## src/hw/rtl/sca_pkg.sv

```systemverilog
// ----------------------------------------------------------------------------
// sca_pkg: shared types and constants of the sigma-clipped average unit
// Configuration layout, register indexes, controller states and the command
// and status groups that join the controller to the datapath.
// ----------------------------------------------------------------------------
`default_nettype none

package sca_pkg;

  // Field widths fixed by the interface
  localparam int RAW_W      = 12;
  localparam int CFG_IDX_W  = 3;
  localparam int CFG_DATA_W = 18;
  localparam int TEMP_W     = 13;
  localparam int KEPT_W     = 7;
  localparam int SQ_W       = 64;

  // Calibration gain is Q2.14
  localparam int GAIN_SHIFT = 14;

  // Saturation bounds of the temperature word
  localparam int TEMP_MIN = -4096;
  localparam int TEMP_MAX = 4095;

  // Status codes
  localparam logic STATUS_OK    = 1'b0;
  localparam logic STATUS_ABORT = 1'b1;

  // Register reset values
  localparam logic [11:0]        LOW_LIMIT_RST   = 12'd100;
  localparam logic [11:0]        HIGH_LIMIT_RST  = 12'd4000;
  localparam logic [17:0]        INTERCEPT_RST   = 18'd111930;
  localparam logic [15:0]        SLOPE_RST       = 16'd30687;
  localparam logic [15:0]        GAIN_RST        = 16'd16712;
  localparam logic signed [15:0] OFFSET_RST      = -16'sd192;

  typedef enum logic [CFG_IDX_W-1:0] {
    CFG_LOW_LIMIT        = 3'd0,
    CFG_HIGH_LIMIT       = 3'd1,
    CFG_SENSOR_INTERCEPT = 3'd2,
    CFG_SENSOR_SLOPE     = 3'd3,
    CFG_CALIB_GAIN       = 3'd4,
    CFG_CALIB_OFFSET     = 3'd5
  } cfg_idx_t;

  typedef struct packed {
    logic [11:0]        low_limit;
    logic [11:0]        high_limit;
    logic [17:0]        sensor_intercept;
    logic [15:0]        sensor_slope;
    logic [15:0]        calib_gain;
    logic signed [15:0] calib_offset;
  } cfg_t;

  typedef enum logic {
    DIV_MEAN = 1'b0,
    DIV_KEPT = 1'b1
  } div_sel_t;

  typedef enum logic [4:0] {
    ST_IDLE,
    ST_SAMPLE,
    ST_MEAN_DIV,
    ST_MEAN_WAIT,
    ST_CAL_MUL,
    ST_CAL_ADD,
    ST_SQ_RD,
    ST_SQ_MUL,
    ST_SQ_WAIT,
    ST_SQ_ACC,
    ST_LIMIT,
    ST_KP_RD,
    ST_KP_MUL,
    ST_KP_WAIT,
    ST_KP_ACC,
    ST_KEEP_DIV,
    ST_KEEP_WAIT,
    ST_OUT
  } ctrl_state_t;

  typedef struct packed {
    logic     capture;
    logic     commit;
    logic     abort;
    logic     div_start;
    div_sel_t div_sel;
    logic     mean_mul;
    logic     mean_load;
    logic     cal_mul;
    logic     cal_add;
    logic     mul_start;
    logic     acc_sq;
    logic     acc_keep;
    logic     limit_calc;
    logic     out_fire;
  } dp_cmd_t;

  typedef struct packed {
    logic in_bad;
    logic batch_last;
    logic div_done;
    logic mul_done;
    logic elem_last;
    logic kept_zero;
  } dp_sts_t;

endpackage

`default_nettype wire

```

## src/hw/rtl/sca_cfg_regs.sv

```systemverilog
// ----------------------------------------------------------------------------
// sca_cfg_regs: configuration register file
// Holds the six window and calibration registers; writes are always taken.
// ----------------------------------------------------------------------------
`default_nettype none

module sca_cfg_regs (
  input  wire logic                             clk,
  input  wire logic                             rst_n,
  input  wire logic                             cfg_valid,
  output logic                                  cfg_ready,
  input  wire logic [sca_pkg::CFG_IDX_W-1:0]    cfg_index,
  input  wire logic [sca_pkg::CFG_DATA_W-1:0]   cfg_data,
  output sca_pkg::cfg_t                         cfg
);

  sca_pkg::cfg_t cfg_r;

  assign cfg_ready = 1'b1;
  assign cfg       = cfg_r;

  // Decode the index and load the addressed register
  always_ff @(posedge clk) begin
    if (!rst_n) begin
      cfg_r.low_limit        <= sca_pkg::LOW_LIMIT_RST;
      cfg_r.high_limit       <= sca_pkg::HIGH_LIMIT_RST;
      cfg_r.sensor_intercept <= sca_pkg::INTERCEPT_RST;
      cfg_r.sensor_slope     <= sca_pkg::SLOPE_RST;
      cfg_r.calib_gain       <= sca_pkg::GAIN_RST;
      cfg_r.calib_offset     <= sca_pkg::OFFSET_RST;
    end else if (cfg_valid) begin
      unique case (sca_pkg::cfg_idx_t'(cfg_index))
        sca_pkg::CFG_LOW_LIMIT:        cfg_r.low_limit        <= cfg_data[11:0];
        sca_pkg::CFG_HIGH_LIMIT:       cfg_r.high_limit       <= cfg_data[11:0];
        sca_pkg::CFG_SENSOR_INTERCEPT: cfg_r.sensor_intercept <= cfg_data[17:0];
        sca_pkg::CFG_SENSOR_SLOPE:     cfg_r.sensor_slope     <= cfg_data[15:0];
        sca_pkg::CFG_CALIB_GAIN:       cfg_r.calib_gain       <= cfg_data[15:0];
        sca_pkg::CFG_CALIB_OFFSET:     cfg_r.calib_offset     <= $signed(cfg_data[15:0]);
        default: begin
        end
      endcase
    end
  end

endmodule

`default_nettype wire

```

## src/hw/rtl/sca_ctrl.sv

```systemverilog
// ----------------------------------------------------------------------------
// sca_ctrl: batch sequencer
// Steps through sample capture, mean division, calibration, the squared
// deviation pass, the outlier pass, the kept-mean division and result issue.
// ----------------------------------------------------------------------------
`default_nettype none

module sca_ctrl (
  input  wire logic             clk,
  input  wire logic             rst_n,
  input  wire logic             start,
  output logic                  busy,
  input  wire sca_pkg::dp_sts_t sts,
  output sca_pkg::dp_cmd_t      cmd
);

  sca_pkg::ctrl_state_t state_r, state_nxt;

  // State register
  always_ff @(posedge clk) begin
    if (!rst_n) begin
      state_r <= sca_pkg::ST_IDLE;
    end else begin
      state_r <= state_nxt;
    end
  end

  // Next state and commands
  always_comb begin
    state_nxt   = state_r;
    cmd         = '0;
    cmd.div_sel = sca_pkg::DIV_MEAN;
    busy        = 1'b1;
    unique case (state_r)
      sca_pkg::ST_IDLE: begin
        busy = 1'b0;
        if (start) begin
          cmd.capture = 1'b1;
          state_nxt   = sca_pkg::ST_SAMPLE;
        end
      end
      sca_pkg::ST_SAMPLE: begin
        if (sts.in_bad) begin
          cmd.abort = 1'b1;
          state_nxt = sca_pkg::ST_IDLE;
        end else begin
          cmd.commit = 1'b1;
          state_nxt  = sts.batch_last ? sca_pkg::ST_MEAN_DIV : sca_pkg::ST_IDLE;
        end
      end
      sca_pkg::ST_MEAN_DIV: begin
        cmd.mean_mul = 1'b1;
        cmd.div_sel  = sca_pkg::DIV_MEAN;
        state_nxt    = sca_pkg::ST_MEAN_WAIT;
      end
      sca_pkg::ST_MEAN_WAIT: begin
        cmd.mean_load = 1'b1;
        state_nxt     = sca_pkg::ST_CAL_MUL;
      end
      sca_pkg::ST_CAL_MUL: begin
        cmd.cal_mul = 1'b1;
        state_nxt   = sca_pkg::ST_CAL_ADD;
      end
      sca_pkg::ST_CAL_ADD: begin
        cmd.cal_add = 1'b1;
        state_nxt   = sca_pkg::ST_SQ_RD;
      end
      sca_pkg::ST_SQ_RD:  state_nxt = sca_pkg::ST_SQ_MUL;
      sca_pkg::ST_SQ_MUL: begin
        cmd.mul_start = 1'b1;
        state_nxt     = sca_pkg::ST_SQ_WAIT;
      end
      sca_pkg::ST_SQ_WAIT: begin
        if (sts.mul_done) state_nxt = sca_pkg::ST_SQ_ACC;
      end
      sca_pkg::ST_SQ_ACC: begin
        cmd.acc_sq = 1'b1;
        state_nxt  = sts.elem_last ? sca_pkg::ST_LIMIT : sca_pkg::ST_SQ_RD;
      end
      sca_pkg::ST_LIMIT: begin
        cmd.limit_calc = 1'b1;
        state_nxt      = sca_pkg::ST_KP_RD;
      end
      sca_pkg::ST_KP_RD:  state_nxt = sca_pkg::ST_KP_MUL;
      sca_pkg::ST_KP_MUL: begin
        cmd.mul_start = 1'b1;
        state_nxt     = sca_pkg::ST_KP_WAIT;
      end
      sca_pkg::ST_KP_WAIT: begin
        if (sts.mul_done) state_nxt = sca_pkg::ST_KP_ACC;
      end
      sca_pkg::ST_KP_ACC: begin
        cmd.acc_keep = 1'b1;
        state_nxt    = sts.elem_last ? sca_pkg::ST_KEEP_DIV : sca_pkg::ST_KP_RD;
      end
      sca_pkg::ST_KEEP_DIV: begin
        if (sts.kept_zero) begin
          state_nxt = sca_pkg::ST_OUT;
        end else begin
          cmd.div_start = 1'b1;
          cmd.div_sel   = sca_pkg::DIV_KEPT;
          state_nxt     = sca_pkg::ST_KEEP_WAIT;
        end
      end
      sca_pkg::ST_KEEP_WAIT: begin
        if (sts.div_done) state_nxt = sca_pkg::ST_OUT;
      end
      sca_pkg::ST_OUT: begin
        cmd.out_fire = 1'b1;
        state_nxt    = sca_pkg::ST_IDLE;
      end
      default: state_nxt = sca_pkg::ST_IDLE;
    endcase
  end

  // An accepted word always makes the block busy
  a_accept_busy: assert property (@(posedge clk) disable iff (!rst_n)
    start && !busy |=> busy)
    else $error("accepted word did not raise busy");

  // After a result the block is free again
  a_out_idle: assert property (@(posedge clk) disable iff (!rst_n)
    cmd.out_fire |=> !busy)
    else $error("block still busy after result");

  // The divider is running in the cycle after its start
  a_div_run: assert property (@(posedge clk) disable iff (!rst_n)
    cmd.div_start |=> !sts.div_done)
    else $error("divider reported done straight after start");

  // The multiplier is running in the cycle after its start
  a_mul_run: assert property (@(posedge clk) disable iff (!rst_n)
    cmd.mul_start |=> !sts.mul_done)
    else $error("multiplier reported done straight after start");

endmodule

`default_nettype wire

```

## src/hw/rtl/sca_datapath.sv

```systemverilog
// ----------------------------------------------------------------------------
// sca_datapath: reading store, accumulators and arithmetic units
// Converts samples to readings, keeps the batch in a small memory and owns a
// shift-add squarer, a reciprocal multiplier for the batch mean and a
// restoring divider for the kept mean.
// ----------------------------------------------------------------------------
`default_nettype none

module sca_datapath #(
  parameter int SAMPLE_COUNT  = 10,
  parameter int FRACTION_BITS = 8
) (
  input  wire logic                         clk,
  input  wire logic                         rst_n,
  input  wire sca_pkg::cfg_t                cfg,
  input  wire logic [sca_pkg::RAW_W-1:0]    in_raw_sample,
  input  wire sca_pkg::dp_cmd_t             cmd,
  output sca_pkg::dp_sts_t                  sts,
  output logic                              out_valid,
  output logic signed [sca_pkg::TEMP_W-1:0] out_temperature,
  output logic                              out_status,
  output logic [sca_pkg::KEPT_W-1:0]        out_kept_count
);

  // Derived widths
  localparam int RW  = (FRACTION_BITS + 13 > 19) ? FRACTION_BITS + 13 : 19;
  localparam int AW  = $clog2(SAMPLE_COUNT);
  localparam int IW  = $clog2(SAMPLE_COUNT + 1);
  localparam int SW  = RW + $clog2(SAMPLE_COUNT);
  localparam int PRW = RW + 17;
  localparam int CW  = RW + 4;
  localparam int MW  = CW + 1;
  localparam int PW  = (2 * MW > sca_pkg::SQ_W) ? 2 * MW : sca_pkg::SQ_W + 1;
  localparam int SH  = 16 - FRACTION_BITS;
  localparam int DCW = $clog2(SW + 1);
  localparam int MCW = $clog2(MW + 1);
  localparam int KW  = sca_pkg::KEPT_W;
  // Reciprocal shift: exact truncated quotient for every sum magnitude
  localparam int RK  = SW + 2 * AW;

  localparam logic [KW-1:0]      N_K   = KW'(SAMPLE_COUNT);
  localparam logic signed [CW:0] BIAS  = (CW + 1)'((1 << FRACTION_BITS) - 1);
  localparam logic signed [CW:0] TMIN  = (CW + 1)'(sca_pkg::TEMP_MIN);
  localparam logic signed [CW:0] TMAX  = (CW + 1)'(sca_pkg::TEMP_MAX);
  localparam logic [RK-1:0]      MEAN_RECIP =
    RK'(((64'd1 << RK) + 64'(SAMPLE_COUNT - 1)) / 64'(SAMPLE_COUNT));

  // Sample capture and conversion
  logic [sca_pkg::RAW_W-1:0] raw_r;
  logic [27:0]               slope_prod_w;
  logic signed [RW-1:0]      reading_w;
  logic [IW-1:0]             samp_idx_r;
  logic signed [SW-1:0]      reading_sum_r;

  // Reading store
  logic signed [RW-1:0] store_mem [SAMPLE_COUNT];
  logic signed [RW-1:0] rd_data_r;
  logic [AW-1:0]        elem_r;

  // Mean and calibration
  logic [SW+RK-1:0]      mean_prod_w;
  logic [SW+RK-1:0]      mean_prod_r;
  logic                  mean_neg_r;
  logic [SW-1:0]         mean_q_w;
  logic signed [SW:0]    mean_sgn_w;
  logic signed [RW-1:0]  mean_r;
  logic signed [PRW-1:0] cal_prod_r;
  logic signed [CW-1:0]  cm_r;
  logic signed [CW-1:0]  cm_w;

  // Deviation squarer
  logic signed [CW:0]   dev_w;
  logic [MW-1:0]        dmag_w;
  logic [2*MW-1:0]      mcand_r;
  logic [MW-1:0]        mplier_r;
  logic [2*MW-1:0]      macc_r;
  logic [MCW-1:0]       mcnt_r;
  logic                 mbusy_r;
  logic [PW-1:0]        sq_ext_w;
  logic [sca_pkg::SQ_W-1:0] sq_w;

  // Outlier test
  logic [sca_pkg::SQ_W-1:0]    sqsum_r;
  logic [sca_pkg::SQ_W:0]      sqsum_add_w;
  logic [sca_pkg::SQ_W-1:0]    limit_r;
  logic [sca_pkg::SQ_W+KW-1:0] scaled_w;
  logic [sca_pkg::SQ_W-1:0]    scaled_sat_w;
  logic signed [SW-1:0]        kept_sum_r;
  logic [KW-1:0]               kept_cnt_r;

  // Divider
  logic signed [SW-1:0] dvd_w;
  logic [SW-1:0]        dvd_mag_w;
  logic [SW-1:0]        dq_r;
  logic [KW-1:0]        drem_r;
  logic [KW-1:0]        ddiv_r;
  logic                 dneg_r;
  logic [DCW-1:0]       dcnt_r;
  logic                 dbusy_r;
  logic [KW+1:0]        dtrial_w;
  logic signed [SW:0]   dres_w;

  // Result shaping
  logic signed [CW-1:0] res_w;
  logic signed [CW:0]   res_ext_w;
  logic signed [CW:0]   res_rnd_w;
  logic signed [CW:0]   whole_w;
  logic signed [CW:0]   sat_w;

  // Output registers
  logic                              out_valid_r;
  logic signed [sca_pkg::TEMP_W-1:0] out_temp_r;
  logic                              out_status_r;
  logic [KW-1:0]                     out_kept_r;

  // Convert the captured sample to a Q reading
  assign slope_prod_w = 28'(cfg.sensor_slope) * 28'(raw_r);
  assign reading_w    = $signed(RW'(cfg.sensor_intercept)) - $signed(RW'(slope_prod_w >> SH));

  // Batch mean by reciprocal multiplication, truncated toward zero
  assign mean_prod_w = (SW + RK)'(dvd_mag_w) * (SW + RK)'(MEAN_RECIP);
  assign mean_q_w    = SW'(mean_prod_r >> RK);
  assign mean_sgn_w  = mean_neg_r ? -$signed({1'b0, mean_q_w}) : $signed({1'b0, mean_q_w});

  // Calibrated mean and deviation of the stored reading
  assign cm_w   = CW'(cal_prod_r >>> sca_pkg::GAIN_SHIFT) + CW'(cfg.calib_offset);
  assign dev_w  = (CW + 1)'(rd_data_r) - (CW + 1)'(cm_r);
  assign dmag_w = dev_w[CW] ? MW'(-dev_w) : MW'(dev_w);

  // Saturate the square to 64 bits
  assign sq_ext_w = PW'(macc_r);
  assign sq_w     = (|sq_ext_w[PW-1:sca_pkg::SQ_W]) ? '1 : sq_ext_w[sca_pkg::SQ_W-1:0];

  assign sqsum_add_w  = {1'b0, sqsum_r} + {1'b0, sq_w};
  assign scaled_w     = (sca_pkg::SQ_W + KW)'(sq_w) * (sca_pkg::SQ_W + KW)'(N_K);
  assign scaled_sat_w = (|scaled_w[sca_pkg::SQ_W+KW-1:sca_pkg::SQ_W]) ? '1 :
                        scaled_w[sca_pkg::SQ_W-1:0];

  // Divider operands and signed quotient
  assign dvd_w     = (cmd.div_sel == sca_pkg::DIV_KEPT) ? kept_sum_r : reading_sum_r;
  assign dvd_mag_w = dvd_w[SW-1] ? SW'(-dvd_w) : SW'(dvd_w);
  assign dtrial_w  = {1'b0, drem_r, dq_r[SW-1]} - {2'b00, ddiv_r};
  assign dres_w    = dneg_r ? -$signed({1'b0, dq_r}) : $signed({1'b0, dq_r});

  // Whole degrees, truncated toward zero and saturated
  assign res_w     = (kept_cnt_r == '0) ? cm_r : CW'(dres_w);
  assign res_ext_w = (CW + 1)'(res_w);
  assign res_rnd_w = res_w[CW-1] ? res_ext_w + BIAS : res_ext_w;
  assign whole_w   = res_rnd_w >>> FRACTION_BITS;
  assign sat_w     = (whole_w < TMIN) ? TMIN : ((whole_w > TMAX) ? TMAX : whole_w);

  // Status towards the controller
  always_comb begin
    sts.in_bad     = (raw_r < cfg.low_limit) || (raw_r > cfg.high_limit);
    sts.batch_last = (samp_idx_r == IW'(SAMPLE_COUNT - 1));
    sts.div_done   = !dbusy_r;
    sts.mul_done   = !mbusy_r;
    sts.elem_last  = (elem_r == AW'(SAMPLE_COUNT - 1));
    sts.kept_zero  = (kept_cnt_r == '0);
  end

  // Latch the accepted sample
  always_ff @(posedge clk) begin
    if (cmd.capture) raw_r <= in_raw_sample;
  end

  // Batch count and running sum
  always_ff @(posedge clk) begin
    if (!rst_n) begin
      samp_idx_r    <= '0;
      reading_sum_r <= '0;
    end else if (cmd.abort || cmd.out_fire) begin
      samp_idx_r    <= '0;
      reading_sum_r <= '0;
    end else if (cmd.commit) begin
      samp_idx_r    <= samp_idx_r + IW'(1);
      reading_sum_r <= reading_sum_r + SW'(reading_w);
    end
  end

  // Reading store: write on commit, registered read at the element pointer
  always_ff @(posedge clk) begin
    if (cmd.commit) store_mem[samp_idx_r[AW-1:0]] <= reading_w;
    rd_data_r <= store_mem[elem_r];
  end

  // Element pointer for the two passes
  always_ff @(posedge clk) begin
    if (cmd.cal_add) begin
      elem_r <= '0;
    end else if (cmd.acc_sq || cmd.acc_keep) begin
      elem_r <= sts.elem_last ? '0 : elem_r + AW'(1);
    end
  end

  // Mean product, mean, gain product and calibrated mean
  always_ff @(posedge clk) begin
    if (cmd.mean_mul) begin
      mean_prod_r <= mean_prod_w;
      mean_neg_r  <= dvd_w[SW-1];
    end
    if (cmd.mean_load) mean_r <= RW'(mean_sgn_w);
    if (cmd.cal_mul)   cal_prod_r <= $signed({1'b0, cfg.calib_gain}) * mean_r;
    if (cmd.cal_add)   cm_r <= cm_w;
  end

  // Shift-add squarer, one multiplier bit a cycle
  always_ff @(posedge clk) begin
    if (!rst_n) begin
      mbusy_r <= 1'b0;
    end else if (cmd.mul_start) begin
      mcand_r  <= (2 * MW)'(dmag_w);
      mplier_r <= dmag_w;
      macc_r   <= '0;
      mcnt_r   <= MCW'(MW);
      mbusy_r  <= 1'b1;
    end else if (mbusy_r) begin
      if (mplier_r[0]) macc_r <= macc_r + mcand_r;
      mcand_r  <= mcand_r << 1;
      mplier_r <= mplier_r >> 1;
      mcnt_r   <= mcnt_r - MCW'(1);
      if (mcnt_r == MCW'(1)) mbusy_r <= 1'b0;
    end
  end

  // Squared deviation sum, limit and kept accumulation
  always_ff @(posedge clk) begin
    if (cmd.cal_add) begin
      sqsum_r    <= '0;
      kept_sum_r <= '0;
      kept_cnt_r <= '0;
    end else begin
      if (cmd.acc_sq) begin
        sqsum_r <= sqsum_add_w[sca_pkg::SQ_W] ? '1 : sqsum_add_w[sca_pkg::SQ_W-1:0];
      end
      if (cmd.limit_calc) begin
        limit_r <= (|sqsum_r[sca_pkg::SQ_W-1:sca_pkg::SQ_W-2]) ? '1 :
                   {sqsum_r[sca_pkg::SQ_W-3:0], 2'b00};
      end
      if (cmd.acc_keep && (scaled_sat_w <= limit_r)) begin
        kept_sum_r <= kept_sum_r + SW'(rd_data_r);
        kept_cnt_r <= kept_cnt_r + KW'(1);
      end
    end
  end

  // Restoring divider, one quotient bit a cycle
  always_ff @(posedge clk) begin
    if (!rst_n) begin
      dbusy_r <= 1'b0;
    end else if (cmd.div_start) begin
      dneg_r  <= dvd_w[SW-1];
      dq_r    <= dvd_mag_w;
      drem_r  <= '0;
      ddiv_r  <= (cmd.div_sel == sca_pkg::DIV_KEPT) ? kept_cnt_r : N_K;
      dcnt_r  <= DCW'(SW);
      dbusy_r <= 1'b1;
    end else if (dbusy_r) begin
      if (!dtrial_w[KW+1]) begin
        drem_r <= dtrial_w[KW-1:0];
        dq_r   <= {dq_r[SW-2:0], 1'b1};
      end else begin
        drem_r <= {drem_r[KW-2:0], dq_r[SW-1]};
        dq_r   <= {dq_r[SW-2:0], 1'b0};
      end
      dcnt_r <= dcnt_r - DCW'(1);
      if (dcnt_r == DCW'(1)) dbusy_r <= 1'b0;
    end
  end

  // Result word: strobe for one cycle
  always_ff @(posedge clk) begin
    if (!rst_n) begin
      out_valid_r <= 1'b0;
    end else begin
      out_valid_r <= cmd.out_fire || cmd.abort;
    end
  end

  always_ff @(posedge clk) begin
    if (cmd.abort) begin
      out_temp_r   <= '0;
      out_status_r <= sca_pkg::STATUS_ABORT;
      out_kept_r   <= '0;
    end else if (cmd.out_fire) begin
      out_temp_r   <= sat_w[sca_pkg::TEMP_W-1:0];
      out_status_r <= sca_pkg::STATUS_OK;
      out_kept_r   <= kept_cnt_r;
    end
  end

  assign out_valid       = out_valid_r;
  assign out_temperature = out_temp_r;
  assign out_status      = out_status_r;
  assign out_kept_count  = out_kept_r;

endmodule

`default_nettype wire

```

## src/hw/rtl/sigma_clipped_sensor_average_unit.sv

```systemverilog
// ----------------------------------------------------------------------------
// sigma_clipped_sensor_average_unit: outlier-rejecting sensor average
// Averages a batch of raw sensor samples, drops two-sigma outliers and
// returns the refined temperature in whole degrees.
// ----------------------------------------------------------------------------
// Usage:
//   Input: drive in_raw_sample and pulse start while busy is low; the word is
//   taken at that edge. A sample that does not finish a batch keeps busy high
//   for one cycle. A sample outside the window gives an abort result
//   (status 1) on the out_ ports, by way of the sample register and the
//   registered output, and restarts the batch.
//   The SAMPLE_COUNT-th good sample starts the batch work: the mean by
//   reciprocal multiply, two passes over the store through the bit-serial
//   squarer of MW = RW + 5 bits (RW = max(19, FRACTION_BITS + 13)) and the
//   divider for the kept mean, SW = RW + clog2(SAMPLE_COUNT) bits wide
//   (skipped when nothing is kept). busy stays high through this work and
//   drops as the result appears.
//   Output: each result sits on the out_ ports for one cycle with out_valid
//   high; the receiver cannot stall, so no result is ever held back.
//   Configuration: cfg_ready is always high; write only while busy is low.
//   Reset (rst_n low, synchronous) restores the register defaults and empties
//   the current batch; the reading store needs no clearing.
// ----------------------------------------------------------------------------
`default_nettype none

module sigma_clipped_sensor_average_unit #(
  parameter int SAMPLE_COUNT  = 10,
  parameter int FRACTION_BITS = 8
) (
  input  wire logic                             clk,
  input  wire logic                             rst_n,
  input  wire logic                             start,
  output logic                                  busy,
  input  wire logic [sca_pkg::RAW_W-1:0]        in_raw_sample,
  output logic                                  out_valid,
  output logic signed [sca_pkg::TEMP_W-1:0]     out_temperature,
  output logic                                  out_status,
  output logic [sca_pkg::KEPT_W-1:0]            out_kept_count,
  input  wire logic                             cfg_valid,
  output logic                                  cfg_ready,
  input  wire logic [sca_pkg::CFG_IDX_W-1:0]    cfg_index,
  input  wire logic [sca_pkg::CFG_DATA_W-1:0]   cfg_data
);

  sca_pkg::cfg_t    cfg;
  sca_pkg::dp_cmd_t cmd;
  sca_pkg::dp_sts_t sts;

  // Configuration registers
  sca_cfg_regs u_cfg (
    .clk       (clk),
    .rst_n     (rst_n),
    .cfg_valid (cfg_valid),
    .cfg_ready (cfg_ready),
    .cfg_index (cfg_index),
    .cfg_data  (cfg_data),
    .cfg       (cfg)
  );

  // Sequencer
  sca_ctrl u_ctrl (
    .clk   (clk),
    .rst_n (rst_n),
    .start (start),
    .busy  (busy),
    .sts   (sts),
    .cmd   (cmd)
  );

  // Arithmetic and storage
  sca_datapath #(
    .SAMPLE_COUNT  (SAMPLE_COUNT),
    .FRACTION_BITS (FRACTION_BITS)
  ) u_dp (
    .clk             (clk),
    .rst_n           (rst_n),
    .cfg             (cfg),
    .in_raw_sample   (in_raw_sample),
    .cmd             (cmd),
    .sts             (sts),
    .out_valid       (out_valid),
    .out_temperature (out_temperature),
    .out_status      (out_status),
    .out_kept_count  (out_kept_count)
  );

endmodule

`default_nettype wire

```

## config.mk

```make
export PLATFORM = sky130hd
export DESIGN_NAME = sigma_clipped_sensor_average_unit
export DESIGN_NICKNAME = d
export VERILOG_FILES = /design/src/hw/rtl/sca_pkg.sv /design/src/hw/rtl/sca_cfg_regs.sv /design/src/hw/rtl/sca_ctrl.sv /design/src/hw/rtl/sca_datapath.sv /design/src/hw/rtl/sigma_clipped_sensor_average_unit.sv
export SDC_FILE = /design/constraint.sdc
export NUM_CORES = 2
export LEC_CHECK = 0
export ABC_AREA = 1
export BUFFER_PORTS_ARGS = -buffer_cell sky130_fd_sc_hd__buf_2
export CELL_PAD_IN_SITES_DETAIL_PLACEMENT = 1
export CELL_PAD_IN_SITES_GLOBAL_PLACEMENT = 1
export CORE_AREA = 2 2 385 387
export CTS_CLUSTER_DIAMETER = 100
export DETAILED_ROUTE_END_ITERATION = 7
export DIE_AREA = 0 0 387 389
export HOLD_SLACK_MARGIN = 0.15
export PLACE_DENSITY_LB_ADDON = 0.1
export SYNTH_ARGS = -nofsm -noshare
export SYNTH_HDL_FRONTEND = slang
export SYNTH_SLANG_ARGS = --single-unit
```

## constraint.sdc

```tcl
create_clock -name clk -period 23.8 [get_ports clk]
set_input_delay 1.19 -clock clk [delete_from_list [all_inputs] [get_ports clk]]
set_output_delay 1.19 -clock clk [all_outputs]
set_load 0.02 [all_outputs]
```

Yosys cells after proc, flatten, opt, wreduce, memory -nomap -nowiden
Memories as Yosys holds them, arrays and structs flattened. A register that Yosys moved wholly into a read port is not among the register bits.
Index checks and enable logic that the tools add are counted.
W data, S select, Z words.
{"block": "totals", "reg_bits": 641, "mem_bits_rw": 210, "mem_count": 1}
{"memory": "u_dp.store_mem", "depth": 10, "width": 21, "read_ports": 1, "rd_clocked_by_memory_dff": 1, "wr": 1, "line_no": "sca_datapath.sv:56", "rtl": "logic signed [RW-1:0] store_mem [SAMPLE_COUNT];"}
{"block": "classes", "n_addsub": 18, "n_mul": 4, "n_lt_le_gt_ge": 5, "n_eq_ne": 30, "n_mux": 62, "n_bitwise": 2, "n_reduce_logical": 26}
{"op": "$mux W52", "count": 3}
{"op": "$mux W25", "count": 6}
{"op": "$mux W26", "count": 5}
{"op": "$mux W64", "count": 2}
{"op": "$pmux W5 S17", "count": 1}
{"op": "$add A64 B52 Y65", "count": 1}
{"op": "$le A64 B64 Y1", "count": 1}
{"op": "$mul A52 B3 Y55 const B", "count": 1}
{"op": "$add A52 B52 Y52", "count": 1}
{"op": "$mul A25 B28 Y52 const B", "count": 1}
{"op": "$add A25 B21 Y25", "count": 2}
{"op": "$neg A25 Y25", "count": 2}
{"op": "$eq A5 B4 Y1 const B", "count": 8}
{"op": "$mul A17 B21 Y38", "count": 1}
{"op": "$mux W5", "count": 7}
{"op": "$mul A16 B12 Y28", "count": 1}
{"op": "$add A25 B9 Y26 const B", "count": 1}
{"op": "$mux W1", "count": 26}
{"op": "$mux W13", "count": 2}
{"op": "$neg A26 Y26", "count": 1}
{"op": "$sub A21 B25 Y26", "count": 1}
{"op": "$add A24 B16 Y25", "count": 1}
{"op": "$mux W21", "count": 1}
{"op": "$neg A21 Y21", "count": 1}
{"op": "other kinds (34)", "count": 70}

Depth between registers and ports, before layout
{"block": "logic_depth", "depth_word": 8, "depth_mapped": 47, "ltp_nobuf": 46}

Modules after synthesis
Synthesis repeated with hierarchy kept, for this count alone.
{"block": "hier_totals", "cells_unflattened": 9758, "area_unflattened_um2": 79431.2}
{"module": "sca_datapath", "instances": 1, "cells_per_inst": 9182, "area_per_inst_um2": 75497.4, "seq_area_each_um2": 20209.4}
{"module": "sca_cfg_regs", "instances": 1, "cells_per_inst": 475, "area_per_inst_um2": 3422.0, "seq_area_each_um2": 1801.7}
{"module": "sca_ctrl", "instances": 1, "cells_per_inst": 101, "area_per_inst_um2": 511.7, "seq_area_each_um2": 100.1}

Worst setup path before layout
OpenSTA, ideal clock, no wires.
{"block": "synth_path", "path_type": "reg2reg", "from": "reg u_dp.raw_r[5] in the netlist's numbering", "to": "reg u_dp.reading_sum_r[24]", "t_arrival_ns": 8.167, "t_required_ns": 23.687, "path_slack_ns": 15.520, "path_stages_with_launch": 44, "n_path_buf": 2, "path_cell_list": "edfxtp_1 -> clkbuf_1 -> clkbuf_1 -> nand2_1 -> fa_1 -> fa_1 -> inv_1 -> ha_1 -> fa_1 -> inv_1 -> fa_1 -> inv_1 -> ha_1 -> a21oi_1 -> nor2_1 -> a211oi_1 -> nand2_1 -> a21oi_1 -> [8 not listed] -> nand3_1 -> nand3_1 -> nand2_1 -> inv_1 -> o21ai_0 -> xnor2_1 -> ha_1 -> a21oi_1 -> o21a_1 -> inv_1 -> a211oi_1 -> nand3_1 -> inv_1 -> nand4_1 -> nand3_1 -> nand2_1 -> nand2_1 -> nor2_1"}
{"block": "synth_between", "word_cells_on_any_way": 11, "cone_classes": "add/sub (2); mul (1); order compare (2); mux (3); reduce/logical (3)"}
{"element": "start, declared", "line_no": "sca_datapath.sv:49", "rtl": "logic [sca_pkg::RAW_W-1:0] raw_r;"}
{"element": "start signal, assigned", "line_no": "sca_datapath.sv:164", "rtl": "if (cmd.capture) raw_r <= in_raw_sample;"}
{"element": "$mul A16 B12 Y28", "line_no": "sca_datapath.sv:117", "rtl": "assign slope_prod_w = 28'(cfg.sensor_slope) * 28'(raw_r);"}
{"element": "$sub A18 B20 Y21", "line_no": "sca_datapath.sv:118", "rtl": "assign reading_w = $signed(RW'(cfg.sensor_intercept)) - $signed(RW'(slope_prod_w >> SH));"}
{"element": "via u_dp.reading_w[19]", "line_no": "sca_datapath.sv:51", "rtl": "logic signed [RW-1:0] reading_w;"}
{"element": "$add A25 B21 Y25", "line_no": "sca_datapath.sv:177", "rtl": "reading_sum_r <= reading_sum_r + SW'(reading_w);"}
{"element": "end signal, assigned", "line_no": "sca_datapath.sv:177"}
{"element": "end, declared", "line_no": "sca_datapath.sv:53", "rtl": "logic signed [SW-1:0] reading_sum_r;"}
The timed path passes the listed nets, and every way through them passes these cells.
A chain may end at the register's enable or synchronous reset.

Final worst setup path
{"block": "layout_path", "from": "reg u_dp.kept_cnt_r[1]", "to": "reg u_dp.mean_prod_r[53] (data pin)"}
{"block": "layout_between", "elab_chain_len": 7}
{"element": "start, declared", "line_no": "sca_datapath.sv:89", "rtl": "logic [KW-1:0] kept_cnt_r;"}
{"element": "start signal, assigned", "line_no": "sca_datapath.sv:242", "rtl": "kept_cnt_r <= kept_cnt_r + KW'(1);"}
{"element": "$logic_not A7 Y1 (*)", "line_no": "sca_datapath.sv:159", "rtl": "sts.kept_zero = (kept_cnt_r == '0);"}
{"element": "$mux W2 (*)", "line_no": "sca_ctrl.sv:97", "rtl": "if (sts.kept_zero) begin"}
{"element": "$mux W1 (*)", "line_no": "sca_ctrl.sv:34", "rtl": "unique case (state_r)"}
{"element": "$mux W25 (*)", "line_no": "sca_datapath.sv:140", "rtl": "assign dvd_w = (cmd.div_sel == sca_pkg::DIV_KEPT) ? kept_sum_r : reading_sum_r;"}
{"element": "$neg A25 Y25", "line_no": "sca_datapath.sv:141", "rtl": "assign dvd_mag_w = dvd_w[SW-1] ? SW'(-dvd_w) : SW'(dvd_w);"}
{"element": "$mux W25 (*)", "line_no": "sca_datapath.sv:141"}
{"element": "$mul A25 B28 Y52 (*)", "line_no": "sca_datapath.sv:121", "rtl": "assign mean_prod_w = (SW + RK)'(dvd_mag_w) * (SW + RK)'(MEAN_RECIP);"}
{"element": "via u_dp.mean_prod_w[53]", "line_no": "sca_datapath.sv:61", "rtl": "logic [SW+RK-1:0] mean_prod_w;"}
{"element": "end signal, assigned", "line_no": "sca_datapath.sv:199", "rtl": "mean_prod_r <= mean_prod_w;"}
{"element": "end, declared", "line_no": "sca_datapath.sv:62", "rtl": "logic [SW+RK-1:0] mean_prod_r;"}
The timed path passes the listed nets; every way through them passes the cells marked *.

==> out/results.ini <==
[worst_setup_path]
end_kind=register
rrSetupSlack_ns=13.20
cp-start-kind=register
reg2reg_depth=40
crit_cells=40
reg2reg_to=u_dp.mean_prod_r[53]
critPathMaxStageDelay_ns=0.82
cp.required_ns=24.26
arrival_ns=11.05
crit_family=adder cells
path_buf_inv=9
crit_path_frequent_cell=inv_1
timing.rr.start=u_dp.kept_cnt_r[1]
cpMaxStageDelayCell=nand2_4
crit_fanout=77
critPathKind=register to register

[place]
dpl.hpwl_um=211000
io_buffers=59
place.gp.congestion=0.9582
placed_area_mm2=0.08118

[run_status]
status=finished, final reports clean

[logic_synthesis]
synthDominantAreaCellType=edfxtp_1
ys_async_sr_fraction_pct=0
synth_edf_count=557
ys_seq_area_share_pct=28.06
netlist_area_mm2=0.07879
yosysTopAreaCellShare_pct=21.23
ys_top_cells_by_area=edfxtp_1 (21%), fa_1 (17%), ha_1 (12%)
synth-seq-cells=826
synth_fp_nets=11120
synthFlopType=edfxtp_1
avgSynthCellArea_um2=8.169
syn-instance-count=9645
yosys_warnings=0
ys_types=66

[timing]
fin_crit_ns=10.60
finalHoldViolCount=0
rsz0062_at_grt=no
tightestPinTransition_ns=1.267
skew_ns=0.03319
slew_violations=0
setup_tns_ns=0
max-slew-margin-rel_pct=14.92
setup_viol=0
fmax_mhz=94.35
timing.final.crit_share_pct=44.53

[clocking]
cts_hold_buf=0
htreeDepth=3
cts_root_buf=clkbuf_16
clock_sinks=826
cts_resized=0
cts_tree=yes
cts_buffer_depth=3
post_cts_buffers=0
path_clk_slew_ns=0.06
clock_latency_ns=0.72
numCtsBuffers=99

[worst_hold_path]
hp-start=u_dp.out_temperature[4]
min_delay_path_depth=2
whs_endpoint=u_dp.out_temperature[4]
hp-class=register to register

[finish]
area_growth_pct=7.432
num-fill-cells=17740
final_nets=11100
multi_input_area_mm2=0.04897
diodes=0
finish.instance_area_mm2=0.08465
drive_gt1_share_pct=4.637
regArea_mm2=0.02211

[global_routing]
first_global_vias=73120
grt_max_degree=85
grt-ovfl-total=0
antenna_found_initial=6
track_usage_pct=35.47
grt_pass1_wl_um=417700

[floorplanning]
fp.coreArea_mm2=0.1466
die_area_mm2=0.1505
std_cell_rows=141
die_h_um=389
die_w_um=387
io_pins=61
initial_utilization_pct=53.75

[drt]
drtIter0Drc=4617
wl_um=267700
ant_nets=0
viasPerCell=5.826
drc=0
drtPass1Iterations=5
via_count=67780
wl_per_cell_um=23.01

[flow_run]
maxCapViolations=0

## sequential cells by signal (all words and copies together), names as in the netlist, 13 cells and up
| register | flops |
|---|---|
| u_dp.mcand_r | 52 |
| u_dp.rd_data_r | 21 |
| u_dp.store_mem | 210 |
| u_dp.cm_r | 25 |
| u_dp.reading_sum_r | 25 |
| u_cfg.cfg | 90 |
| u_dp.out_temperature | 13 |
| u_dp.dq_r | 25 |
| u_dp.limit_r | 63 |
| u_dp.kept_sum_r | 25 |
| u_dp.macc_r | 52 |
| u_dp.mean_r | 21 |
| u_dp.sqsum_r | 64 |
| u_dp.mean_prod_r | 21 |
| u_dp.cal_prod_r | 24 |
| u_dp.mplier_r | 26 |
## Yosys cell counts, types with 40 or more instances
cell,instances
edfxtp_1,557
or2_2,65
xor2_1,205
a21o_1,43
nor3_1,99
nand4_1,76
dfxtp_1,269
ha_1,780
o21ai_0,601
fa_1,659
clkbuf_1,224
nand3_1,327
nor2_1,742
inv_1,1802
nand2_1,1895
o21a_1,44
a31oi_1,68
nor4_1,40
a21oi_1,695
xnor2_1,118
## worst max-delay path by stage
stage	endpoint	slack [ns]	startpoint
4_1_cts	u_dp.mean_prod_r[53]	13.30	u_dp.kept_cnt_r[0]
3_3_place_gp	u_dp.mean_prod_r[53]	13.68	u_dp.kept_cnt_r[0]
6_report	u_dp.mean_prod_r[53]	13.20	u_dp.kept_cnt_r[1]
3_5_place_dp	u_dp.mean_prod_r[53]	13.36	u_dp.kept_cnt_r[0]
2_1_floorplan	u_dp.reading_sum_r[24]	15.52	u_dp.raw_r[5]
5_1_grt	u_dp.mean_prod_r[52]	12.41	u_dp.kept_cnt_r[0]
## worst register-to-register path, delay by kind of cell (launching register included)
family                   cells  cell delay, ns
AO/OA/AOI/OAI                6            1.39
XOR/XNOR                     1            0.34
adder cells (fa/ha/maj)     10            4.37
buffers and inverters        9            1.14
flip-flops                   1            0.33
AND/OR/NAND/NOR             14            2.79
## routing by layer
metal | part of all wire, % | wire (µm) | vias to the layer above | GRT usage, %
met5 | 0.016 | 42 | - | 0
met3 | 6.8 | 18270 | 476 | 5.457
met4 | 2.8 | 7584 | 6 | 10.33
li1 | - | - | 31130 | -
met1 | 42 | 113200 | 34040 | 46.65
met2 | 48 | 128600 | 2124 | 60.55
## logic make-up (layout without fill, tap and decap cells)
logic type | count (synthesis) | in the layout | share of synthesized area, %
buffers and inverters | 2073 | 2132 | 9.953
muxes | 4 | 4 | 0.07622
other | 1 | 1 | 0.004759
AOI/OAI and AO/OA | 1682 | 1682 | 11.92
and+or+nand+nor | 3296 | 3296 | 17.23
DFF | 826 | 826 | 28.06
adders and majority gates | 1439 | 1439 | 29.13
xor gates and xnor gates | 324 | 324 | 3.625
## cell type report
type                            count  area share, %
Tap cell                         1930          2.853
Sequential cell                   826          26.12
Clock buffer                      126          3.292
Timing Repair Buffer              136          1.032
Multi-Input combinational cell   6746          57.85
Clock inverter                     57         0.8085
Inverter                         1813          8.044
## through the flow
| stage | setup slack, ns | instances | hold WS [ns] | util [%] |
|---|---|---|---|---|
| floorplan | 15.52 | 9645 | 0.4353 | - |
| global placement | 13.68 | 11450 | 0.4348 | 55.37 |
| detailed placement | 13.36 | 11450 | 0.4439 | 55.37 |
| CTS | 13.30 | 11630 | 0.4628 | 57.74 |
| global route | 12.41 | 11630 | 0.4859 | 57.74 |
| finish | 13.20 | 11630 | 0.4618 | 57.74 |
## placed cells by master, fill, tap and decap left out, types with 14 or more instances in the layout
master	Yosys	routed
nand2_1	1895	1895
inv_1	1802	1798
ha_1	780	780
nor2_1	742	729
a21oi_1	695	694
fa_1	659	659
o21ai_0	601	601
edfxtp_1	557	557
nand3_1	327	327
dfxtp_1	269	268
xor2_1	205	205
xnor2_1	118	118
clkbuf_16	0	105
nor3_1	99	90
buf_4	3	77
nand4_1	76	76
a31oi_1	68	68
or2_2	65	65
buf_2	14	59
o21a_1	44	44
a21o_1	43	43
nor4_1	40	40
a221oi_1	38	38
a211oi_1	31	31
o211ai_1	29	29
o21bai_1	22	22
a21boi_0	21	21
o221ai_1	18	18
clkinv_2	0	18
o21ai_1	16	16
nor2_2	10	15
o2111ai_1	14	14
Power is not shown: default switching activity piles up to over one toggle a cycle in this logic, so the estimate is an artifact.
